## src/hdl/tmwf_pkg.sv

```systemverilog
package tmwf_pkg;

    localparam int CHANNELS = 32;
    localparam int WINDOW   = 8;
    localparam int TRIM     = 2;

    localparam int CHAN_W   = 5;
    localparam int SAMPLE_W = 12;

    localparam int DEPTH    = CHANNELS * WINDOW;
    localparam int ADDR_W   = $clog2(DEPTH);
    localparam int CH_W     = (CHANNELS > 1) ? $clog2(CHANNELS) : 1;
    localparam int J_W      = $clog2(WINDOW);
    localparam int SUM_W    = SAMPLE_W + $clog2(WINDOW);

    localparam int DIV      = WINDOW - TRIM;
    localparam int SHIFT    = SUM_W + $clog2(DIV + 1);
    localparam int MULT_W   = SHIFT + 1;
    localparam int PROD_W   = SUM_W + MULT_W;
    localparam logic [MULT_W-1:0] MULT =
        MULT_W'(((64'd1 << SHIFT) + 64'(DIV) - 64'd1) / 64'(DIV));

    typedef enum logic [4:0] {
        ST_IDLE = 5'b00001,
        ST_SCAN = 5'b00010,
        ST_TRIM = 5'b00100,
        ST_MUL  = 5'b01000,
        ST_DONE = 5'b10000
    } state_t;

    typedef struct packed {
        logic first;
        logic acc;
        logic trim;
        logic mul;
    } stats_ctl_t;

endpackage

```

## src/hdl/tmwf_ram.sv

```systemverilog
module tmwf_ram #(
    parameter int WIDTH = 12,
    parameter int DEPTH = 256
) (
    input  logic                     aclk,
    input  logic                     we,
    input  logic [$clog2(DEPTH)-1:0] waddr,
    input  logic [WIDTH-1:0]         wdata,
    input  logic                     re,
    input  logic [$clog2(DEPTH)-1:0] raddr,
    output logic [WIDTH-1:0]         rdata
);

    logic [WIDTH-1:0] mem [DEPTH];

    always_ff @(posedge aclk) begin
        if (we) begin
            mem[waddr] <= wdata;
        end
        if (re) begin
            rdata <= mem[raddr];
        end
    end

endmodule

```

## src/hdl/tmwf_stats.sv

```systemverilog
module tmwf_stats (
    input  logic                          aclk,
    input  tmwf_pkg::stats_ctl_t          ctl,
    input  logic [tmwf_pkg::SAMPLE_W-1:0] elem,
    output logic [tmwf_pkg::SAMPLE_W-1:0] result
);

    import tmwf_pkg::*;

    logic [SAMPLE_W-1:0] lo_reg, lo_next;
    logic [SAMPLE_W-1:0] hi_reg, hi_next;
    logic [SUM_W-1:0]    sum_reg, sum_next;
    logic [SUM_W-1:0]    trim_reg, trim_next;
    logic                eq_reg, eq_next;
    logic [PROD_W-1:0]   prod_reg, prod_next;

    always_comb begin
        lo_next   = lo_reg;
        hi_next   = hi_reg;
        sum_next  = sum_reg;
        trim_next = trim_reg;
        eq_next   = eq_reg;
        prod_next = prod_reg;
        if (ctl.acc) begin
            if (ctl.first) begin
                lo_next  = elem;
                hi_next  = elem;
                sum_next = SUM_W'(elem);
            end else begin
                if (elem < lo_reg) begin
                    lo_next = elem;
                end
                if (elem > hi_reg) begin
                    hi_next = elem;
                end
                sum_next = sum_reg + SUM_W'(elem);
            end
        end
        if (ctl.trim) begin
            trim_next = sum_reg - SUM_W'(lo_reg) - SUM_W'(hi_reg);
            eq_next   = (lo_reg == hi_reg);
        end
        if (ctl.mul) begin
            prod_next = PROD_W'(trim_reg) * PROD_W'(MULT);
        end
    end

    always_ff @(posedge aclk) begin
        lo_reg   <= lo_next;
        hi_reg   <= hi_next;
        sum_reg  <= sum_next;
        trim_reg <= trim_next;
        eq_reg   <= eq_next;
        prod_reg <= prod_next;
    end

    // all entries equal: pass the oldest, which the min tracker holds
    assign result = eq_reg ? lo_reg : prod_reg[SHIFT +: SAMPLE_W];

endmodule

```

## src/hdl/trimmed_mean_window_filter_core.sv

```systemverilog
// Channel   | Direction | Handshake         | Payload
// s_        | in        | s_valid / s_ready | s_channel[4:0], s_sample[11:0]
// m_        | out       | m_valid / m_ready | m_filtered[11:0]
//
// An item walks the window memory: each kept entry is read and written back one slot
// down, the new sample goes into the top slot, then trim, multiply, output.
// Reset clears a valid bit per channel row; a row never written reads as zeros.
// A held result stalls the block only in its final cycle; input is taken in idle.
module trimmed_mean_window_filter_core (
    input  logic                          aclk,
    input  logic                          aresetn,
    input  logic                          s_valid,
    output logic                          s_ready,
    input  logic [tmwf_pkg::CHAN_W-1:0]   s_channel,
    input  logic [tmwf_pkg::SAMPLE_W-1:0] s_sample,
    output logic                          m_valid,
    input  logic                          m_ready,
    output logic [tmwf_pkg::SAMPLE_W-1:0] m_filtered
);

    import tmwf_pkg::*;

    state_t              state_reg, state_next;
    logic [J_W-1:0]      j_reg, j_next;
    logic [ADDR_W-1:0]   base_reg, base_next;
    logic [CH_W-1:0]     ch_reg, ch_next;
    logic [SAMPLE_W-1:0] smp_reg, smp_next;
    logic                rv_reg, rv_next;
    logic                zero_reg, zero_next;
    logic [CHANNELS-1:0] row_valid_reg, row_valid_next;
    logic                m_valid_reg, m_valid_next;
    logic [SAMPLE_W-1:0] m_filtered_reg, m_filtered_next;

    logic                ch_ok;
    logic [ADDR_W-1:0]   in_base;
    logic                ram_we;
    logic [ADDR_W-1:0]   ram_waddr;
    logic                ram_re;
    logic [ADDR_W-1:0]   ram_raddr;
    logic [SAMPLE_W-1:0] ram_rdata;
    logic [SAMPLE_W-1:0] elem;
    logic                last;
    stats_ctl_t          ctl;
    logic [SAMPLE_W-1:0] result;

    assign ch_ok   = (32'(s_channel) < CHANNELS);
    assign in_base = ADDR_W'(32'(s_channel) * WINDOW);
    assign last    = (j_reg == J_W'(WINDOW - 1));
    assign elem    = last ? smp_reg : (rv_reg ? ram_rdata : '0);

    assign s_ready    = (state_reg == ST_IDLE);
    assign m_valid    = m_valid_reg;
    assign m_filtered = m_filtered_reg;

    always_comb begin
        state_next      = state_reg;
        j_next          = j_reg;
        base_next       = base_reg;
        ch_next         = ch_reg;
        smp_next        = smp_reg;
        rv_next         = rv_reg;
        zero_next       = zero_reg;
        row_valid_next  = row_valid_reg;
        m_valid_next    = m_valid_reg;
        m_filtered_next = m_filtered_reg;
        ram_we          = 1'b0;
        ram_waddr       = base_reg + ADDR_W'(j_reg);
        ram_re          = 1'b0;
        ram_raddr       = in_base + ADDR_W'(1);
        ctl             = '0;

        if (m_valid_reg && m_ready) begin
            m_valid_next = 1'b0;
        end

        unique case (state_reg)
            ST_IDLE: begin
                if (s_valid) begin
                    j_next    = '0;
                    base_next = in_base;
                    ch_next   = CH_W'(s_channel);
                    smp_next  = s_sample;
                    zero_next = !ch_ok;
                    if (ch_ok) begin
                        rv_next    = row_valid_reg[CH_W'(s_channel)];
                        ram_re     = 1'b1;
                        state_next = ST_SCAN;
                    end else begin
                        state_next = ST_DONE;
                    end
                end
            end
            ST_SCAN: begin
                // shift entry down by one slot while gathering min, max and sum
                ram_we    = 1'b1;
                ctl.acc   = 1'b1;
                ctl.first = (j_reg == '0);
                if (32'(j_reg) < WINDOW - 2) begin
                    ram_re    = 1'b1;
                    ram_raddr = base_reg + ADDR_W'(32'(j_reg) + 2);
                end
                if (last) begin
                    row_valid_next[ch_reg] = 1'b1;
                    state_next             = ST_TRIM;
                end else begin
                    j_next = j_reg + J_W'(1);
                end
            end
            ST_TRIM: begin
                ctl.trim   = 1'b1;
                state_next = ST_MUL;
            end
            ST_MUL: begin
                ctl.mul    = 1'b1;
                state_next = ST_DONE;
            end
            ST_DONE: begin
                if (!m_valid_reg || m_ready) begin
                    m_valid_next    = 1'b1;
                    m_filtered_next = zero_reg ? '0 : result;
                    state_next      = ST_IDLE;
                end
            end
            default: begin
                state_next = ST_IDLE;
            end
        endcase
    end

    always_ff @(posedge aclk) begin
        if (!aresetn) begin
            state_reg     <= ST_IDLE;
            row_valid_reg <= '0;
            m_valid_reg   <= 1'b0;
        end else begin
            state_reg     <= state_next;
            row_valid_reg <= row_valid_next;
            m_valid_reg   <= m_valid_next;
        end
        j_reg          <= j_next;
        base_reg       <= base_next;
        ch_reg         <= ch_next;
        smp_reg        <= smp_next;
        rv_reg         <= rv_next;
        zero_reg       <= zero_next;
        m_filtered_reg <= m_filtered_next;
    end

    tmwf_ram #(
        .WIDTH(SAMPLE_W),
        .DEPTH(DEPTH)
    ) u_window_ram (
        .aclk (aclk),
        .we   (ram_we),
        .waddr(ram_waddr),
        .wdata(elem),
        .re   (ram_re),
        .raddr(ram_raddr),
        .rdata(ram_rdata)
    );

    tmwf_stats u_stats (
        .aclk  (aclk),
        .ctl   (ctl),
        .elem  (elem),
        .result(result)
    );

endmodule
```

## config.mk

```make
export PLATFORM = sky130hd
export DESIGN_NAME = trimmed_mean_window_filter_core
export DESIGN_NICKNAME = d
export VERILOG_FILES = /design/src/hdl/tmwf_pkg.sv /design/src/hdl/tmwf_ram.sv /design/src/hdl/tmwf_stats.sv /design/src/hdl/trimmed_mean_window_filter_core.sv
export SDC_FILE = /design/constraint.sdc
export NUM_CORES = 2
export LEC_CHECK = 0
export ABC_AREA = 0
export BUFFER_PORTS_ARGS = -buffer_cell sky130_fd_sc_hd__buf_4
export CAP_MARGIN = 20
export CELL_PAD_IN_SITES_DETAIL_PLACEMENT = 0
export CELL_PAD_IN_SITES_GLOBAL_PLACEMENT = 2
export CORE_ASPECT_RATIO = 0.5
export CORE_MARGIN = 2
export CORE_UTILIZATION = 35
export DETAILED_ROUTE_END_ITERATION = 10
export PLACE_DENSITY = 0.71
export SLEW_MARGIN = 20
export SYNTH_ARGS = -nofsm -noshare
export SYNTH_HDL_FRONTEND = slang
export SYNTH_HIERARCHICAL = 1
export SYNTH_SLANG_ARGS = --single-unit
```

## constraint.sdc

```tcl
create_clock -name aclk -period 25.3 [get_ports aclk]
set_input_delay 2.53 -clock aclk [delete_from_list [all_inputs] [get_ports aclk]]
set_output_delay 2.53 -clock aclk [all_outputs]
set_load 0.02 [all_outputs]
```

==> metrics.md <==
| Metric | Value |
|---|---|
| Status | `finished, final reports clean` |
| Synth cell types | `90` |
| GRT met3 Usage | `0.03341` |
| Final Instance Area | `147100 um^2` |
| Slew Viols, Final | `0` |
| Initial drt markers | `7866` |
| Cts hold-fix bufs | `0` |
| Chip Height | `~430 um` |
| First-pass DRT Iterations | `5` |
| M2 GR Usage | `0.2859` |
| H-Tree Level Count | `5` |
| Met1 Track Usage GR | `0.2617` |
| Vias post-DR | `approximately 66k` |
| Area of the multi-input gates | `between 30000 and 40000 um^2` |
| Reg clk slew, reported paths | `0.06 ns` |
| Fin. Hold Viols | `0` |
| Yosys top cell area share | `0.7363` |
| Top cells by count, synth | `edfxtp_1, mux4_2, nor2_1, mux2i_1, a22oi_1` |
| Slew HR | `0.1871` |
| Synth area leaders | `edfxtp_1, mux4_2, mux2i_1, ha_1, a22oi_1` |
| CP Launch Type | `register` |
| I/O Pins | `35` |
| Initial antenna violation count | `18` |
| Setup bufs post-CTS | `0` |
| Worst skew pair latency | `about 0.90 ns` |
| Worst Skew | `0.05996 ns` |
| Max Fclk | `between 100 and 150 MHz` |
| Synthesized net count | `6783` |
| Grt peak-use layer | `met2` |
| DRC Markers | `0` |
| Peak VDD IR | `roughly 53 uV` |
| Initial Util | `0.3509` |
| Num rows | `between 150 and 200` |
| Arr. time, crit path | `approximately 8.4 ns` |
| Number of gates resized after cts | `0` |
| Seq. cell area | `96370 um^2` |
| Fin cells | `roughly 12k` |
| Core region area | `about 370000 um^2` |
| HPWL after DPL | `approximately 220000 um` |
| Final period util | `0.3068` |
| Place WS | `between 15 and 20 ns` |
| Max-capacitance violation count | `0` |
| RSZ-0062 raised after global routing | `no` |
| Cell Pwr Density | `between 80 and 90 nW/um^2` |
| Share of cells above drive strength 1 | `0.2332` |
| Routed Antenna Nets | `0` |
| Clk buf depth | `4` |
| Fillers | `33.00k` |
| Cell with the most instances after synthesis | `edfxtp_1` |
| GRT Total Usage | `0.1817` |
| Final Util | `0.3974` |
| Setup_tns | `0 ns` |
| FF+latch count, synth | `between 3k and 4k` |
| Minimum clock period | `approximately 7.8 ns` |
| Die area | `around 380000 um^2` |
| Synthesis Warnings | `6` |
| CP max FO | `107` |
| Layout Nets | `7105` |
| Clk sink count | `roughly 3.2k` |
| Grt ovf | `0` |
| Post-Route WL | `around 350000 um` |
| Slew @ Worst Pin | `roughly 1.2 ns` |
| Worst setup margin | `~18 ns` |
| Min Hold Slack | `approximately 0.46 ns` |
| Number of global-route vias before repair | `65.68k` |
| PortBufs | `34` |
| Final Setup Violations | `0` |
| Async S/R FF share, synth | `0` |
| CTS root buf | `clkbuf_16` |
| Largest net degree at the start of global routing | `around 160` |
| Crit path kind | `reg2reg` |
| RePlAce Congestion | `about 0.83` |
| Post-synth EDFFs | `roughly 3.2k` |
| P&R area growth vs syn | `13.24%` |
| CTS tree | `yes` |
| Hold WC Path Type | `reg2reg` |
| Worst Setup End Kind | `register` |
| Die width | `between 800 and 900 um` |
| Vias/cell | `about 5.5` |
| Worst EP required | `25.90 ns` |
| Mapped Cells | `6525` |
| Synthesized area | `129900 um^2` |
| Syn_area_per_cell | `about 20 um^2` |
| TritonCTS Buffers | `between 300 and 400` |
| Main synth FF type | `edfxtp_1` |
| Detailed-route wire length per cell | `slightly below 30 um` |
| Leakage power total | `a little under 50 nW` |
| First-pass GRT wire length | `497900 um` |
| Placement Cell Area | `~140000 um^2` |
| Cell taking the most area after synthesis | `edfxtp_1` |
| Sequential fraction of the synthesis area | `0.7421` |
| Placed cell count | `roughly 12k` |
| Total power | `~13 mW` |
| Max FFs per register | `3072` |
-- worst paths after layout --
check	slack, ns	cells after the start	start	to
max	17.54	13	j_reg[1]$_SDFFCE_PP0P_	u_window_ram/rdata[7]$_DFFE_PP_
min	0.46	1	row_valid_reg[17]$_SDFFE_PN0P_	row_valid_reg[17]$_SDFFE_PN0P_
min reg2reg	0.46	1	row_valid_reg[17]$_SDFFE_PN0P_	row_valid_reg[17]$_SDFFE_PN0P_
max reg2reg	17.54	13	j_reg[1]$_SDFFCE_PP0P_	u_window_ram/rdata[7]$_DFFE_PP_
-- critical path, cell delays in order, from the launching register on --
cell	delay (ns)
edfxtp_1	0.62
ha_1	0.32
nand2b_1	0.45
nor2_4	0.79
buf_4	0.75
buf_4	0.72
buf_4	0.61
buf_12	0.49
mux4_2	0.41
a22o_1	0.25
a221oi_1	0.58
o32ai_1	0.18
nor3_1	0.78
nor4_2	0.12
-- layer usage --
layer / wire, um / vias up
met5: 40 / -
met3: 28170 / 472
met4: 9978 / 6
met2: 162200 / 2591
li1: - / 27540
met1: 149400 / 35560
-- cell type report --
type	instances	area share
flip-flops and latches	3222	0.6553
multi-input cells	2815	0.2130
clock buffers	356	0.05393
well taps	4960	0.04220
repair buffers	374	0.01995
clock inverters	172	0.01215
inverters	131	0.003344
diodes	4	0.00006807
-- layout by cell type (no fill, tap or decap), drive strengths merged, types with 11 or more instances in the layout --
cell type / instances
edfxtp: 3184
mux4: 636
buf: 374
nor2: 373
clkbuf: 356
mux2i: 240
a22oi: 220
ha: 168
a21oi: 157
inv: 143
clkinv: 119
o22ai: 90
nand2: 89
fa: 69
o21ai: 66
o221ai: 55
mux2: 53
nand3: 50
nor2b: 47
nor3: 45
o21a: 42
nor4: 41
dfxtp: 38
a22o: 32
bufinv: 31
a211oi: 30
xnor2: 26
a21o: 25
xor2: 22
nand4: 22
a31oi: 20
a221oi: 20
nand2b: 14
and2: 13
nand3b: 11
o32ai: 11
o31ai: 11
-- cells by family (layout without fill, tap and decap cells) --
group / Yosys count / in the layout / share of synthesized area
muxes: 929 / 929 / 0.1334
adders and majority gates: 237 / 237 / 0.02682
DFF: 3222 / 3222 / 0.7421
xor gates and xnor gates: 48 / 48 / 0.003237
buffers and inverters: 488 / 1033 / 0.02114
and+or+nand+nor: 762 / 762 / 0.02813
other: 0 / 4 / 0
AOI/OAI and AO/OA: 839 / 839 / 0.04513
-- where the power goes --
part / internal [mW] / switching, mW / total, mW
clock network: 2.57 / 2.01 / 4.58
logic: 0.415 / 1.18 / 1.59
registers: 6.32 / 0.0373 / 6.36
total: 9.31 / 3.23 / 12.5
Power figures use the tool's default switching activity.
